**config.mk**
```make
export PLATFORM = sky130hd
export DESIGN_NAME = tgs_lerp
export DESIGN_NICKNAME = d
export VERILOG_FILES = /design/src/rtl/core/tgs_lerp.sv
export SDC_FILE = /design/constraint.sdc
export NUM_CORES = 2
export LEC_CHECK = 0
export BUFFER_PORTS_ARGS = -buffer_cell sky130_fd_sc_hd__buf_2
export CAP_MARGIN = 30
export CORE_MARGIN = 5
export CORE_UTILIZATION = 60
export CTS_BUF_LIST = sky130_fd_sc_hd__clkbuf_4
export CTS_CLUSTER_SIZE = 10
export DETAILED_ROUTE_END_ITERATION = 8
export HOLD_SLACK_MARGIN = 0.03
export PLACE_DENSITY = 0.89
export SLEW_MARGIN = 20
export SYNTH_ARGS = -nofsm -noshare
export SYNTH_HDL_FRONTEND = slang
export SYNTH_SLANG_ARGS = --single-unit
```
**constraint.sdc**
```tcl
create_clock -name clk -period 25.8 [get_ports clk]
set_clock_uncertainty 0.2 [all_clocks]
set_input_delay 1.29 -clock clk [delete_from_list [all_inputs] [get_ports clk]]
set_output_delay 1.29 -clock clk [all_outputs]
set_load 0.02 [all_outputs]
```
**src/rtl/core/tgs_lerp.sv**
```systemverilog
module tgs_lerp #(
  parameter int FRAC_BITS = 16
) (
  input  logic               clk,
  input  logic               en1,
  input  logic               en2,
  input  logic signed [31:0] v0,
  input  logic signed [31:0] v1,
  input  logic [FRAC_BITS:0] w,
  output logic signed [31:0] y
);

  localparam int WW = FRAC_BITS + 1;
  localparam int PW = 33 + WW + 1;
  localparam logic signed [PW:0] HALF = (PW + 1)'(1) <<< (FRAC_BITS - 1);

  logic signed [32:0]   diff;
  logic signed [PW-1:0] prod_n, prod_q;
  logic signed [31:0]   v0_q;
  logic signed [PW:0]   sum;

  // v0*(1-w) + v1*w folded into one product
  always_comb begin
    diff   = 33'(v1) - 33'(v0);
    prod_n = PW'(diff) * PW'($signed({1'b0, w}));
  end

  // round half up, then floor shift
  assign sum = ((PW + 1)'(v0_q) <<< FRAC_BITS) + (PW + 1)'(prod_q) + HALF;

  always_ff @(posedge clk) begin
    if (en1) begin
      prod_q <= prod_n;
      v0_q   <= v0;
    end
    if (en2) y <= 32'(sum >>> FRAC_BITS);
  end

endmodule

```
# After elaboration in Yosys (flattened, before gate mapping)
# Cells that the tools add are included.
# word_totals
register_bits,112
in_bits,84
output_inout_bits,32
word_cells,7
# op_classes
n_addsub,3
multipliers,1
# ops
cell,n
"adder 48 x 17 -> 48 bit, second input constant",1
adder 48 bit,1
multiplier 33 x 18 -> 48 bit,1
subtractor 32 x 32 -> 33 bit,1

# Longest topological paths before layout
# depth
word_depth,2
mapped_depth,36
ltp_nobuf,35

# Worst setup path after synthesis
# No wires, ideal clock.
# synth_path
path_kind,input -> register
startpoint,input v1[0]
endpoint,"register prod_q[47], data pin"
setup_ns,0.259
t_arrival_ns,8.744
t_required_ns,25.341
path_slack_ns,16.596
stages,35
n_path_buf,1
cell_sequence,inv_1 > ha_1 > fa_1 > nand2b_1 > a21oi_1 > o21ai_2 > o211ai_2 > a31oi_4 > o31ai_2 > a21o_1 > a21oi_2 > xnor2_1 > buf_6 > and2_1 > fa_1 > inv_1 > fa_1 > fa_1 > inv_1 > fa_1 > fa_1 > inv_1 > fa_1 > inv_1 > ha_1 > a21o_1 > a21o_1 > a21o_1 > a221oi_1 > o21ai_1 > a41o_1 > nor4_1 > nor3_1 > a21oi_1 > xnor2_1
# synth_between
elab_chain_cells,2
# synth_lines
element,line_no,source
from (decl),8,"input logic signed [31:0] v1,"
subtractor 32 x 32 -> 33 bit,24,diff = 33'(v1) - 33'(v0);
multiplier 33 x 18 -> 48 bit,25,"prod_n = PW'(diff) * PW'($signed({1'b0, w}));"
named net prod_n[47],18,"logic signed [PW-1:0] prod_n, prod_q;"
to (signal assigned),33,prod_q <= prod_n;
to (decl),18,
# The timed path passes the listed nets, and every way through them passes these cells.
# A chain may end at the register's enable or synchronous reset.

# Worst setup path in the final report
# layout_path
startpoint,input v0[2]
endpoint,"register prod_q[47], data pin"
# layout_between
elab_chain_cells,2
# layout_lines
element,line_no,source
from (decl),7,"input logic signed [31:0] v0,"
subtractor 32 x 32 -> 33 bit,24,
multiplier 33 x 18 -> 48 bit,25,
named net prod_n[47],18,
# The timed path passes the listed nets, and every way through them passes these cells.

==> summary.txt <==
Detailed Route WL = 63800 µm
# port buffers = 115
Synth top area share = 41.0%
post-synthesis async set-or-reset flop share = 0%
vias post-DR = 18900
post-cts resize count = 0
hpwl dp = 50900 µm
Setup TNS = 0 ns
Post-CTS Setup Inserts = 0
final hold violations = 0
synth cell count leaders = inv_1 (663), fa_1 (516), nand2_1 (330)
Starting Density = 60.3%
Final Critical Period = 10.39 ns
CTS buffer count = 9
CP endpoint kind = flip-flop
flops & latches, synth = 97
Main synth FF type = edfxtp_1
Max stage delay on crit path = 0.77 ns
DIE AREA = 46200 µm²
Ports = 116
All-Layer GR Usage = 28.1%
Clk Latency, worst-skew pair = 0.49 ns
status = finished, final reports clean
H-tree Lvls = 3
Seq. cell area = 2910 µm²
Fill cells = 3180
Clock transition at path regs = 0.17 ns
wire per inst = 19.4 µm
Syn Area/Cell = 9.31 µm²
Worst Path Class, Setup = input pin to flip-flop
Longest Clk Path Bufs = 2
Net Count, Synth = 3479
required time worst endpoint = 25.88 ns
area grow syn2layout = 4.99%
EDFF count, synth = 97
post-route antenna net violation count = 0
max-cap violations = 0
fmax = 96.2 MHz
Placeable Area = 41800 µm²
Pre-Repair DR Iteration Count = 6
drt via density = 5.74
Seq/Total Area, Yosys = 11.6%
sinks on the clock net = 97
crit-path max FO = 17
top cells by area, synth = fa_1 (41%), edfxtp_1 (12%), inv_1 (9.9%)
post-synth cell types = 80
hold buffers post-CTS = 0
FP Rows = 75
Pins Over Slew Limit = 0
Gate Count Post-Synth = 2706
Multi-input gate area = 19400 µm²
reg2reg setup slack = 21.90 ns
number of global-route vias before repair = 21000
Tightest Hold Check Type = flip-flop to flip-flop
leading area contributor after synthesis = fa_1
synthesized area = 25200 µm²
Root Buffer = clkbuf_4
die width = 215 µm
cell with the most instances after synthesis = inv_1
total gr overflow = 0
final setup vio count = 0
Worst Tran Pin Value = 1.05 ns
CTS tree = built
number of antenna violations at the first check in global routing = 7
Initial DRC Count = 1648
first-pass GRT wire length = 105000 µm
cell repeated most along the worst path = fa_1
Setup crit start kind = input pin
unrepaired setup endpoints after global routing = no
layout cell share with drive strength beyond 1 = 7.27%
largest net degree at the start of global routing = 66
synth warn = 0
fin crit share = 40.3%
final net count = 3520
max_slew headroom = 30.0%
die height = 215 µm
crit path DAT = 10.47 ns
final RePlAce weighted congestion = 0.922
CP max stage cell = a21o_1
DRC Markers = 0
## layout make-up
cell class,instances,area share [%]
multi-input combinational,1834,73.3
inverter,664,9.43
tap,539,2.55
timing repair buffer,141,2.94
antenna,5,0.0473
sequential,97,11.0
clock buffer,9,0.256
clock inverter,5,0.487
## cells by family after synthesis
| group | Yosys count | share of synthesized area [%] |
|---|---|---|
| buffers and inverters | 775 | 11.9 |
| AND/OR/NAND/NOR | 766 | 15.2 |
| adder cells (fa/ha/maj) | 689 | 49.6 |
| AO/OA/AOI/OAI | 244 | 6.85 |
| XOR/XNOR | 101 | 3.51 |
| flip-flops | 97 | 11.6 |
| multiplexers | 34 | 1.42 |
## registers in the layout (all words and copies together), names as in the netlist
register / count
prod_q: 33
v0_q: 32
y: 32
## path summary, 6_finish.rpt
kind | from | end | cells past startpoint
max | v0[2] | prod_q[47] | 31
min | v0_q[31] | y[31] | 2
min reg2reg | v0_q[31] | y[31] | 2
max reg2reg | prod_q[15] | y[31] | 12
## worst max-delay path: cells and delay by family
kind / cells / cell delay [ns]
XOR/XNOR: 1 / 0.13
AO/OA/AOI/OAI: 12 / 3.66
buffers and inverters: 5 / 0.31
adder cells (fa/ha/maj): 8 / 3.73
multiplexers: 1 / 0.44
AND/OR/NAND/NOR: 4 / 0.90
## metal layers
metal | wire length [µm] | GRT usage [%]
met1 | 23800 | 35.3
met2 | 31500 | 47.8
met3 | 5560 | 5.38
met4 | 2920 | 12.0
met5 | 41 | 0
## placed cells by master (no fill, tap or decap), types with 27 or more instances in the layout
| cell type | netlist | routed |
|---|---|---|
| inv_1 | 663 | 663 |
| fa_1 | 516 | 516 |
| nand2_1 | 330 | 330 |
| and2_1 | 251 | 251 |
| ha_1 | 173 | 173 |
| buf_2 | 7 | 115 |
| edfxtp_1 | 97 | 97 |
| a21oi_1 | 72 | 71 |
| xnor2_1 | 72 | 63 |
| nor2_1 | 54 | 54 |
| a21o_1 | 46 | 46 |
| nor2b_1 | 34 | 34 |
| nand2b_1 | 31 | 31 |
| xor2_1 | 29 | 27 |
## stage by stage
| stage | utilization, % | std cells | hold slack, ns | setup WS [ns] | instance area [µm²] |
|---|---|---|---|---|---|
| final | 63.3 | 3294 | 0.502 | 15.41 | 26400 |
| after CTS | 63.2 | 3288 | 0.506 | 15.61 | 26400 |
| after detailed placement | 62.8 | 3274 | 0.488 | 15.07 | 26200 |
| after global routing | 63.3 | 3291 | 0.544 | 15.14 | 26400 |
| after global placement | 62.7 | 3273 | 0.459 | 15.35 | 26200 |
| after floorplan | - | 2706 | 0.420 | 16.60 | 25200 |
Power is not shown: default switching activity piles up to over one toggle a cycle in this logic, so the estimate is an artifact.
