## src/rtl/core/tgs_pkg.sv

```systemverilog
package tgs_pkg;

  // register stages of the locate pipeline ahead of the fraction divider
  localparam int LOC_FIXED = 14;

  // working width of the index dividers
  localparam int DW = 40;

  localparam int POS_W = 32;
  localparam int VAL_W = 32;
  localparam int LEN_W = 31;
  localparam int NC_W  = 8;
  localparam int NP_W  = 5;

  typedef logic [DW-1:0] dvec_t;

  // one restoring step: quotient bit on top, new remainder below
  function automatic logic [DW:0] div_step(input dvec_t rem, input dvec_t dsr);
    logic ge;
    ge = (rem >= dsr);
    return {ge, ge ? rem - dsr : rem};
  endfunction

endpackage

```

## src/rtl/core/tgs_locate.sv

```systemverilog
module tgs_locate #(
  parameter int MAX_POINTS = 16,
  parameter int FRAC_BITS  = 16,
  localparam int NL = tgs_pkg::LOC_FIXED + (FRAC_BITS + 1) / 2
) (
  input  logic                           clk,
  input  logic [NL-1:0]                  en,
  input  logic signed [tgs_pkg::POS_W-1:0] pos,
  input  logic [tgs_pkg::LEN_W-1:0]      len,
  input  logic [tgs_pkg::LEN_W-1:0]      st,
  input  logic [tgs_pkg::NC_W-1:0]       nc,
  input  logic [tgs_pkg::NP_W-1:0]       np,
  output logic [tgs_pkg::NP_W-1:0]       gid,
  output logic [FRAC_BITS:0]             w
);

  localparam int FS = (FRAC_BITS + 1) / 2;
  localparam int RW = 33;
  localparam int DW = tgs_pkg::DW;

  logic [30:0] len_e, st_e;
  logic [7:0]  nc_m1;
  logic [4:0]  np_lo, gmax;

  assign len_e = (len == '0) ? 31'd1 : len;
  assign st_e  = (st == '0) ? 31'd1 : st;
  assign nc_m1 = (nc == '0) ? 8'd0 : nc - 8'd1;
  assign np_lo = (np < 5'd2) ? 5'd2 : np;
  assign gmax  = ((7'(np_lo) > 7'(MAX_POINTS)) ? 5'(MAX_POINTS) : np_lo) - 5'd2;

  // cell index division, stages 0..5
  logic signed [31:0] p [0:6];
  tgs_pkg::dvec_t     r1 [1:4];
  logic [7:0]         q1 [1:4];
  logic               sat1 [1:4];
  logic [7:0]         id5;
  logic [38:0]        prod6;
  // grid interval division, stages 7..11
  logic signed [31:0] pp [7:11];
  tgs_pkg::dvec_t     r2 [8:9];
  logic [4:0]         q2 [8:9];
  logic               sat2 [8:9];
  logic [4:0]         g [10:NL-1];
  logic [35:0]        prod11;
  logic signed [31:0] t12;
  // weight fraction, stages 13..NL-1
  logic [RW-1:0]        r3 [13:NL-1];
  logic [FRAC_BITS-1:0] q3 [13:NL-1];
  logic                 zr [13:NL-1];
  logic                 fl [13:NL-1];

  tgs_pkg::dvec_t     r1_n [1:4];
  logic [7:0]         q1_n [1:4];
  logic               sat1_n;
  logic [7:0]         id_n;
  tgs_pkg::dvec_t     r2_n [8:9];
  logic [4:0]         q2_n [8:9];
  logic               sat2_n;
  logic [4:0]         g_n;
  logic [RW-1:0]        r3_n [14:NL-1];
  logic [FRAC_BITS-1:0] q3_n [14:NL-1];

  always_comb begin
    tgs_pkg::dvec_t       rem, rem0;
    logic [DW:0]          sr;
    logic [7:0]           qa;
    logic [4:0]           qb;
    logic [RW-1:0]        rr;
    logic [FRAC_BITS-1:0] qq;
    logic                 ge;
    int                   hb;
    int                   bi;

    // cell index: saturate at 255, then eight quotient bits
    rem0   = DW'(p[0][30:0]);
    sat1_n = (rem0 >= (DW'(len_e) << 8));
    sr     = tgs_pkg::div_step(rem0, DW'(len_e) << 7);
    r1_n[1] = sat1_n ? rem0 : sr[DW-1:0];
    q1_n[1] = sat1_n ? 8'hff : {sr[DW], 7'd0};
    for (int k = 2; k <= 4; k++) begin
      hb  = 10 - 2 * k;
      rem = r1[k-1];
      qa  = q1[k-1];
      sr  = tgs_pkg::div_step(rem, DW'(len_e) << hb);
      rem = sr[DW-1:0];
      qa[hb] = sr[DW];
      sr  = tgs_pkg::div_step(rem, DW'(len_e) << (hb - 1));
      rem = sr[DW-1:0];
      qa[hb-1] = sr[DW];
      r1_n[k] = sat1[k-1] ? r1[k-1] : rem;
      q1_n[k] = sat1[k-1] ? q1[k-1] : qa;
    end
    sr = tgs_pkg::div_step(r1[4], DW'(len_e));
    qa = sat1[4] ? q1[4] : {q1[4][7:1], sr[DW]};
    if (p[4][31]) id_n = 8'd0;
    else if (qa > nc_m1) id_n = nc_m1;
    else id_n = qa;

    // grid interval: saturate at 31, then five quotient bits
    rem0   = DW'(pp[7][30:0]);
    sat2_n = (rem0 >= (DW'(st_e) << 5));
    sr     = tgs_pkg::div_step(rem0, DW'(st_e) << 4);
    r2_n[8] = sat2_n ? rem0 : sr[DW-1:0];
    q2_n[8] = sat2_n ? 5'h1f : {sr[DW], 4'd0};
    sr  = tgs_pkg::div_step(r2[8], DW'(st_e) << 3);
    rem = sr[DW-1:0];
    qb  = q2[8];
    qb[3] = sr[DW];
    sr  = tgs_pkg::div_step(rem, DW'(st_e) << 2);
    qb[2] = sr[DW];
    r2_n[9] = sat2[8] ? r2[8] : sr[DW-1:0];
    q2_n[9] = sat2[8] ? q2[8] : qb;
    sr  = tgs_pkg::div_step(r2[9], DW'(st_e) << 1);
    rem = sr[DW-1:0];
    qb  = q2[9];
    qb[1] = sr[DW];
    sr  = tgs_pkg::div_step(rem, DW'(st_e));
    qb[0] = sr[DW];
    if (!sat2[9]) qb = qb;
    else qb = q2[9];
    if (pp[9][31]) g_n = 5'd0;
    else if (qb > gmax) g_n = gmax;
    else g_n = qb;

    // fraction bits of the weight, two per stage
    for (int s = 0; s < FS; s++) begin
      rr = r3[13+s];
      qq = q3[13+s];
      for (int n = 0; n < 2; n++) begin
        if (2 * s + n < FRAC_BITS) begin
          bi = FRAC_BITS - 1 - (2 * s + n);
          rr = rr << 1;
          ge = (rr >= RW'(st_e));
          if (ge) rr = rr - RW'(st_e);
          qq[bi] = ge;
        end
      end
      r3_n[14+s] = rr;
      q3_n[14+s] = qq;
    end
  end

  always_ff @(posedge clk) begin
    if (en[0]) p[0] <= pos;
    for (int s = 1; s <= 6; s++) begin
      if (en[s]) p[s] <= p[s-1];
    end
    for (int k = 1; k <= 4; k++) begin
      if (en[k]) begin
        r1[k] <= r1_n[k];
        q1[k] <= q1_n[k];
      end
    end
    if (en[1]) sat1[1] <= sat1_n;
    for (int k = 2; k <= 4; k++) begin
      if (en[k]) sat1[k] <= sat1[k-1];
    end
    if (en[5]) id5 <= id_n;
    if (en[6]) prod6 <= 39'(id5) * 39'(len_e);
    if (en[7]) pp[7] <= p[6] - 32'(prod6);
    for (int s = 8; s <= 11; s++) begin
      if (en[s]) pp[s] <= pp[s-1];
    end
    for (int k = 8; k <= 9; k++) begin
      if (en[k]) begin
        r2[k] <= r2_n[k];
        q2[k] <= q2_n[k];
      end
    end
    if (en[8]) sat2[8] <= sat2_n;
    if (en[9]) sat2[9] <= sat2[8];
    if (en[10]) g[10] <= g_n;
    for (int s = 11; s < NL; s++) begin
      if (en[s]) g[s] <= g[s-1];
    end
    if (en[11]) prod11 <= 36'(g[10]) * 36'(st_e);
    if (en[12]) t12 <= pp[11] - 32'(prod11);
    if (en[13]) begin
      zr[13] <= t12[31];
      fl[13] <= !t12[31] && (t12[30:0] >= st_e);
      r3[13] <= RW'(t12[30:0]);
      q3[13] <= '0;
    end
    for (int s = 14; s < NL; s++) begin
      if (en[s]) begin
        zr[s] <= zr[s-1];
        fl[s] <= fl[s-1];
        r3[s] <= r3_n[s];
        q3[s] <= q3_n[s];
      end
    end
  end

  assign gid = g[NL-1];
  assign w   = zr[NL-1] ? '0 : (fl[NL-1] ? {1'b1, {FRAC_BITS{1'b0}}} : {1'b0, q3[NL-1]});

endmodule

```

## config.mk

```make
export PLATFORM = sky130hd
export DESIGN_NAME = tgs_locate
export DESIGN_NICKNAME = d
export VERILOG_FILES = /design/src/rtl/core/tgs_pkg.sv /design/src/rtl/core/tgs_locate.sv
export SDC_FILE = /design/constraint.sdc
export NUM_CORES = 2
export LEC_CHECK = 0
export ABC_CLOCK_PERIOD_IN_PS = 33000
export BUFFER_PORTS_ARGS = -buffer_cell sky130_fd_sc_hd__buf_2
export CAP_MARGIN = 10
export CORE_AREA = 3 3 332 579
export CTS_BUF_LIST = sky130_fd_sc_hd__clkbuf_8
export DETAILED_ROUTE_END_ITERATION = 8
export DIE_AREA = 0 0 335 582
export GPL_ROUTABILITY_DRIVEN = 1
export GPL_TIMING_DRIVEN = 0
export PLACE_DENSITY = 0.68
export SLEW_MARGIN = 20
export SYNTH_ARGS = -nofsm -noshare
export SYNTH_HDL_FRONTEND = slang
export SYNTH_SLANG_ARGS = --single-unit
```

## constraint.sdc

```tcl
create_clock -name clk -period 33 [get_ports clk]
set_input_delay 6.6 -clock clk [delete_from_list [all_inputs] [get_ports clk]]
set_output_delay 6.6 -clock clk [all_outputs]
set_load 0.02 [all_outputs]
```

# Word-level counts from Yosys, hierarchy flattened
# Memory sizes are Yosys's and may differ from the RTL's.
# Cells that the tools add are included.
[word_totals]
regBits = 104
mem_bits_rw = 1191
in_bits = 130
out_inout_bits = 22
wordCells = 186
n_memories = 13
[op_classes]
n_addsub = 31
n_mul = 2
magnitude_cmp = 36
mux = 95
reduce_logical = 5
[memory_table]
columns = ["memory", "words", "width", "rd", "rd_ports_with_merged_regs", "write_ports", "line", "source"]
rows = [
  ["r3", 9, 33, 8, 0, 9, "tgs_locate.sv:47", "logic [RW-1:0] r3 [13:NL-1];"],
  ["p", 7, 32, 7, 0, 7, "tgs_locate.sv:32", "logic signed [31:0] p [0:6];"],
  ["pp", 5, 32, 5, 0, 5, "tgs_locate.sv:39", "logic signed [31:0] pp [7:11];"],
  ["r1", 4, 40, 4, 0, 4, "tgs_locate.sv:33", "tgs_pkg::dvec_t r1 [1:4];"],
  ["q3", 9, 16, 9, 0, 9, "tgs_locate.sv:48", "logic [FRAC_BITS-1:0] q3 [13:NL-1];"],
  ["r2", 2, 40, 2, 0, 2, "tgs_locate.sv:40", "tgs_pkg::dvec_t r2 [8:9];"],
  ["+7 memories", "n/a", "n/a", "n/a", "n/a", "n/a", "n/a", ""],
]
[ops]
columns = ["cell", "n"]
rows = [
  ["40-bit 2-to-1 mux", 17],
  ["33-bit by 31-bit greater-or-equal comparator with 1-bit output", 16],
  ["33-bit 2-to-1 mux", 8],
  ["33-bit by 31-bit subtractor with 33-bit output", 8],
  ["32-bit 2-to-1 mux", 8],
  ["32-bit by 31-bit subtractor with 32-bit output", 8],
  ["40-bit by 31-bit greater-or-equal comparator with 1-bit output", 2],
  ["40-bit by 32-bit greater-or-equal comparator with 1-bit output", 2],
  ["40-bit by 33-bit greater-or-equal comparator with 1-bit output", 2],
  ["40-bit by 34-bit greater-or-equal comparator with 1-bit output", 2],
  ["40-bit by 32-bit subtractor with 40-bit output", 2],
  ["40-bit by 33-bit subtractor with 40-bit output", 2],
  ["40-bit by 34-bit subtractor with 40-bit output", 2],
  ["32-bit subtractor", 2],
  ["31-bit logical NOT", 2],
  ["31-bit 2-to-1 mux", 2],
  ["1-bit 2-to-1 mux", 45],
  ["40-bit by 35-bit greater-or-equal comparator with 1-bit output", 1],
  ["40-bit by 36-bit greater-or-equal comparator with 1-bit output", 1],
  ["40-bit by 37-bit greater-or-equal comparator with 1-bit output", 1],
  ["40-bit by 35-bit subtractor with 40-bit output", 1],
  ["40-bit by 36-bit subtractor with 40-bit output", 1],
  ["40-bit by 37-bit subtractor with 40-bit output", 1],
  ["31-bit by 39-bit greater-or-equal comparator with 1-bit output", 1],
  ["24 further kinds", 32],
]

# Logic depth before layout (Yosys ltp)
[depth]
ltp_word = 9
ltp_mapped = 41
depth_no_buf = 38

# Worst setup path after synthesis
# Ideal clock, no wire load.
[synth_path]
kind = "input to register"
from = "input port st[21] in the netlist's numbering"
to = "register, netlist name g[1][12]"
setup_time_ns = 0.258
arrival_time_ns = 14.960
t_required_ns = 32.742
setup_slack_ns = 17.782
cell_stages = 36
n_path_buf = 3
path_cell_list = "nor4_1 nand4_2 o31ai_2 clkbuf_1 ha_1 inv_1 a21o_1 a21o_1 a221oi_1 o21ai_0 a31oi_1 nor2_1 nor3b_1 clkbuf_1 clkbuf_1 nand2_1 o21ai_0 ha_1 a21o_1 a21o_1 a21o_1 a21o_1 a21oi_1 nor2b_1 o211ai_1 a31oi_1 a2111o_1 o211ai_1 nand4_1 a211oi_1 nor3b_1 ha_1 and3_1 a31oi_1 mux2i_1 nor2_1"
[synth_lines]
columns = ["item", "line", "source"]
rows = [
  ["from (decl)", "tgs_locate.sv:10", "input logic [tgs_pkg::LEN_W-1:0] st,"],
]

==> results_dict.tcl <==
set metrics [dict create \
    ys_seq_elements 1132 \
    via_per_inst 6.45 \
    slew_violations 0 \
    grt.overflow.total 0 \
    path_class "input port to register" \
    cts_max_level 4 \
    dieArea_sq_um 195000 \
    met1_usage 0.331 \
    syn_inst 10700 \
    numClockSinks 1132 \
    cp_top_family "compound AO/OA/AOI/OAI gates" \
    cts-root-buf "clkbuf_8" \
    critPathLaunchType "input port" \
    clk_path_buf_depth 4 \
    cts_tree "done" \
    synthDistinctLibCells 113 \
    ios 152 \
    regArea_sq_um 34000 \
    path_clk_slew_ps 70 \
    crit_required_ps 33580 \
    grtUsageMet3 0.0675 \
    gp_congestion 1.07 \
    hp-class "register to register" \
    multi_input_area_sq_um 65600 \
    synth_top_cell_by_area "edfxtp_1" \
    place.detailed.hpwl_microns 297000 \
    setup_viol 0 \
    synth_warnings 0 \
    fmax_mhz 54.0 \
    fin_crit_sh 0.562 \
    grt_pass1_wl_microns 550000 \
    layout_common_cells "1,132 x edfxtp_1, 1,111 x ha_1, 934 x a21oi_1" \
    drive_gt1_frac 0.0879 \
    cts_buffers 183 \
    die-width_microns 335 \
    crit_fanout 24 \
    syn2layout_area_growth_pct 8.19 \
    fin_crit_ps 18530 \
    ctsResizeCount 0 \
    slowest_delay_ps 940 \
    seq_area_frac_synth 0.330 \
    fin_ws_ps 14470 \
    synth_edf_count 1132 \
    status "finished clean" \
    remaining_drc_errors 0 \
    first_pass_iters 8 \
    slowest_stage "nand4_2" \
    vdd_drop_max_v 0.0000539 \
    initial_core_util 0.550 \
    ant_nets 0 \
    final_common_cell "edfxtp_1" \
    portBuffers 126 \
    hold_viol 0 \
    ys.flop_type "edfxtp_1" \
    fin_nets 12600 \
    worst_pin_slew_ps 1250 \
    cpMostUsedCell "a21o_1" \
    antenna_found_initial 24 \
    cts_hold_buf 0 \
    avgSynthCellArea_sq_um 9.60 \
    place_inst 13300 \
    wl_per_cell_microns 27.6 \
    relSlewSlack 0.155 \
    wirelength_microns 378000 \
    syn-num-nets 12200 \
    fin_tns_setup_ps 0 \
    clock_latency_ps 970 \
    cap_violations 0 \
    core_area_sq_um 188000 \
    rsz0062_at_grt "false" \
    cp.arrival_ps 19110 \
    p_total_mw 13.6 \
    syn_area_sq_um 103000 \
    pre_cts_slack_ps 13310 \
    dpl_cell_area_sq_um 108000 \
    grt_max_degree 62 \
    met2_usage 0.670 \
    critPathBufInv 6 \
    first_global_vias 89900 \
    detail_route.iter0.violations 6247 \
    cp-end-kind "register" \
    grt-busiest-layer "met2" \
    die-height_microns 582 \
    synthTopCellsByArea "edfxtp_1 33%, ha_1 13%, fa_1 5.0%" \
    yosys.area.top_type_share 0.330 \
    fill_cells 16300 \
    final_area_sq_um 112000 \
    track_usage 0.381 \
    leakage_nw 47.3 \
    postCtsSetupBuffers 0 \
    rows 210 \
    pwr_density_cell_nw_per_um2 122 \
    vias 88300 \
    async_flop_share 0 \
    instances_no_fill 13700 \
    skew_ps 109 \
]
## metal layers
layer	share of wire	routed length, microns
met1	0.30	114000
met2	0.49	187000
met5	0.00021	80
met3	0.055	20600
met4	0.15	56500
## cell families after synthesis
| kind of cell | count (synthesis) | synth area share |
|---|---|---|
| multiplexers | 479 | 0.0511 |
| other | 1 | 0.0000364 |
| AO/OA/AOI/OAI | 3026 | 0.188 |
| flip-flops | 1132 | 0.330 |
| adder cells (fa/ha/maj) | 1371 | 0.185 |
| XOR/XNOR | 809 | 0.0687 |
| AND/OR/NAND/NOR | 3012 | 0.142 |
| buffers and inverters | 907 | 0.0346 |
## registers in the layout (all words and copies together), names as in the netlist
| name | count |
|---|---|
| q1 | 20 |
| r1 | 143 |
| t12 | 32 |
| fl | 9 |
| p | 224 |
| id5 | 8 |
| q2 | 6 |
| zr | 9 |
| q3 | 72 |
| pp | 160 |
| g | 60 |
| r3 | 255 |
| prod11 | 32 |
| r2 | 70 |
| prod6 | 32 |
## synth_stat cells, types with 24 or more instances
master       n
and4_1      44
or2_2       56
a31oi_1     88
nor2b_1    122
clkbuf_1   222
buf_2       24
o211ai_1    60
a211o_1     32
edfxtp_1  1132
inv_1      605
mux2i_1    104
o31ai_1     55
nor4_1      59
a21boi_0    39
nand2b_1   140
and3_1      96
nand2_1    906
or3_1       48
mux2_1      46
nor2_1     695
nand4_1    153
a21oi_1    935
xor2_1     233
o21bai_1   112
a211oi_1    80
o21a_1     126
o311ai_0    26
fa_1       260
xnor2_1    576
ha_1      1111
a21o_1     572
and2_1     230
o21ai_0    575
o31a_1      24
mux2_2     326
nand3_1    217
nor3_1     162
a221oi_1    29
## layout make-up
cell class | count | share of cell area
plain buffers | 296 | 0.0115
clock inverters | 140 | 0.00980
inverters | 611 | 0.0210
clock buffers | 184 | 0.0227
multi-input cells | 8698 | 0.588
flip-flops and latches | 1132 | 0.305
diodes | 21 | 0.000471
well taps | 2438 | 0.0273
repair buffers | 169 | 0.0144
## through the flow
| stage | hold WS [ps] | util |
|---|---|---|
| 6_report | 337 | 0.595 |
| 2_1_floorplan | 400 | - |
| 4_1_cts | 332 | 0.594 |
| 3_5_place_dp | 405 | 0.575 |
| 5_1_grt | 338 | 0.594 |
| 3_3_place_gp | 400 | 0.569 |
## worst paths after layout
| check | slack (ps) | startpoint | end | cells past startpoint |
|---|---|---|---|---|
| worst max-delay path | 14470 | st[28] | g[1][13]$_SDFFCE_PP0P_ | 36 |
| worst min-delay path | 340 | pp[8][13]$_DFFE_PP_ | pp[9][13]$_DFFE_PP_ | 0 |
| worst max register to register | 22910 | r2[4][45]$_DFFE_PP_ | g[1][13]$_SDFFCE_PP0P_ | 30 |
| worst min register to register | 340 | pp[8][13]$_DFFE_PP_ | pp[9][13]$_DFFE_PP_ | 0 |
## worst reg2reg max path, delay by kind of cell, from the launching register on
kind	cells	cell delay (ps)
adders and majority gates	3	920
and+or+nand+nor	6	1350
AOI/OAI and AO/OA	19	5950
DFF	1	440
buffers and inverters	2	1140
## power breakdown
group	internal, mW	switching [mW]	leakage (nW)
Sequential	2.38	0.372	11.0
Clock	0.646	0.610	1.92
Combinational	4.06	5.53	34.3
Note: power is estimated with default switching activity, not from simulation.
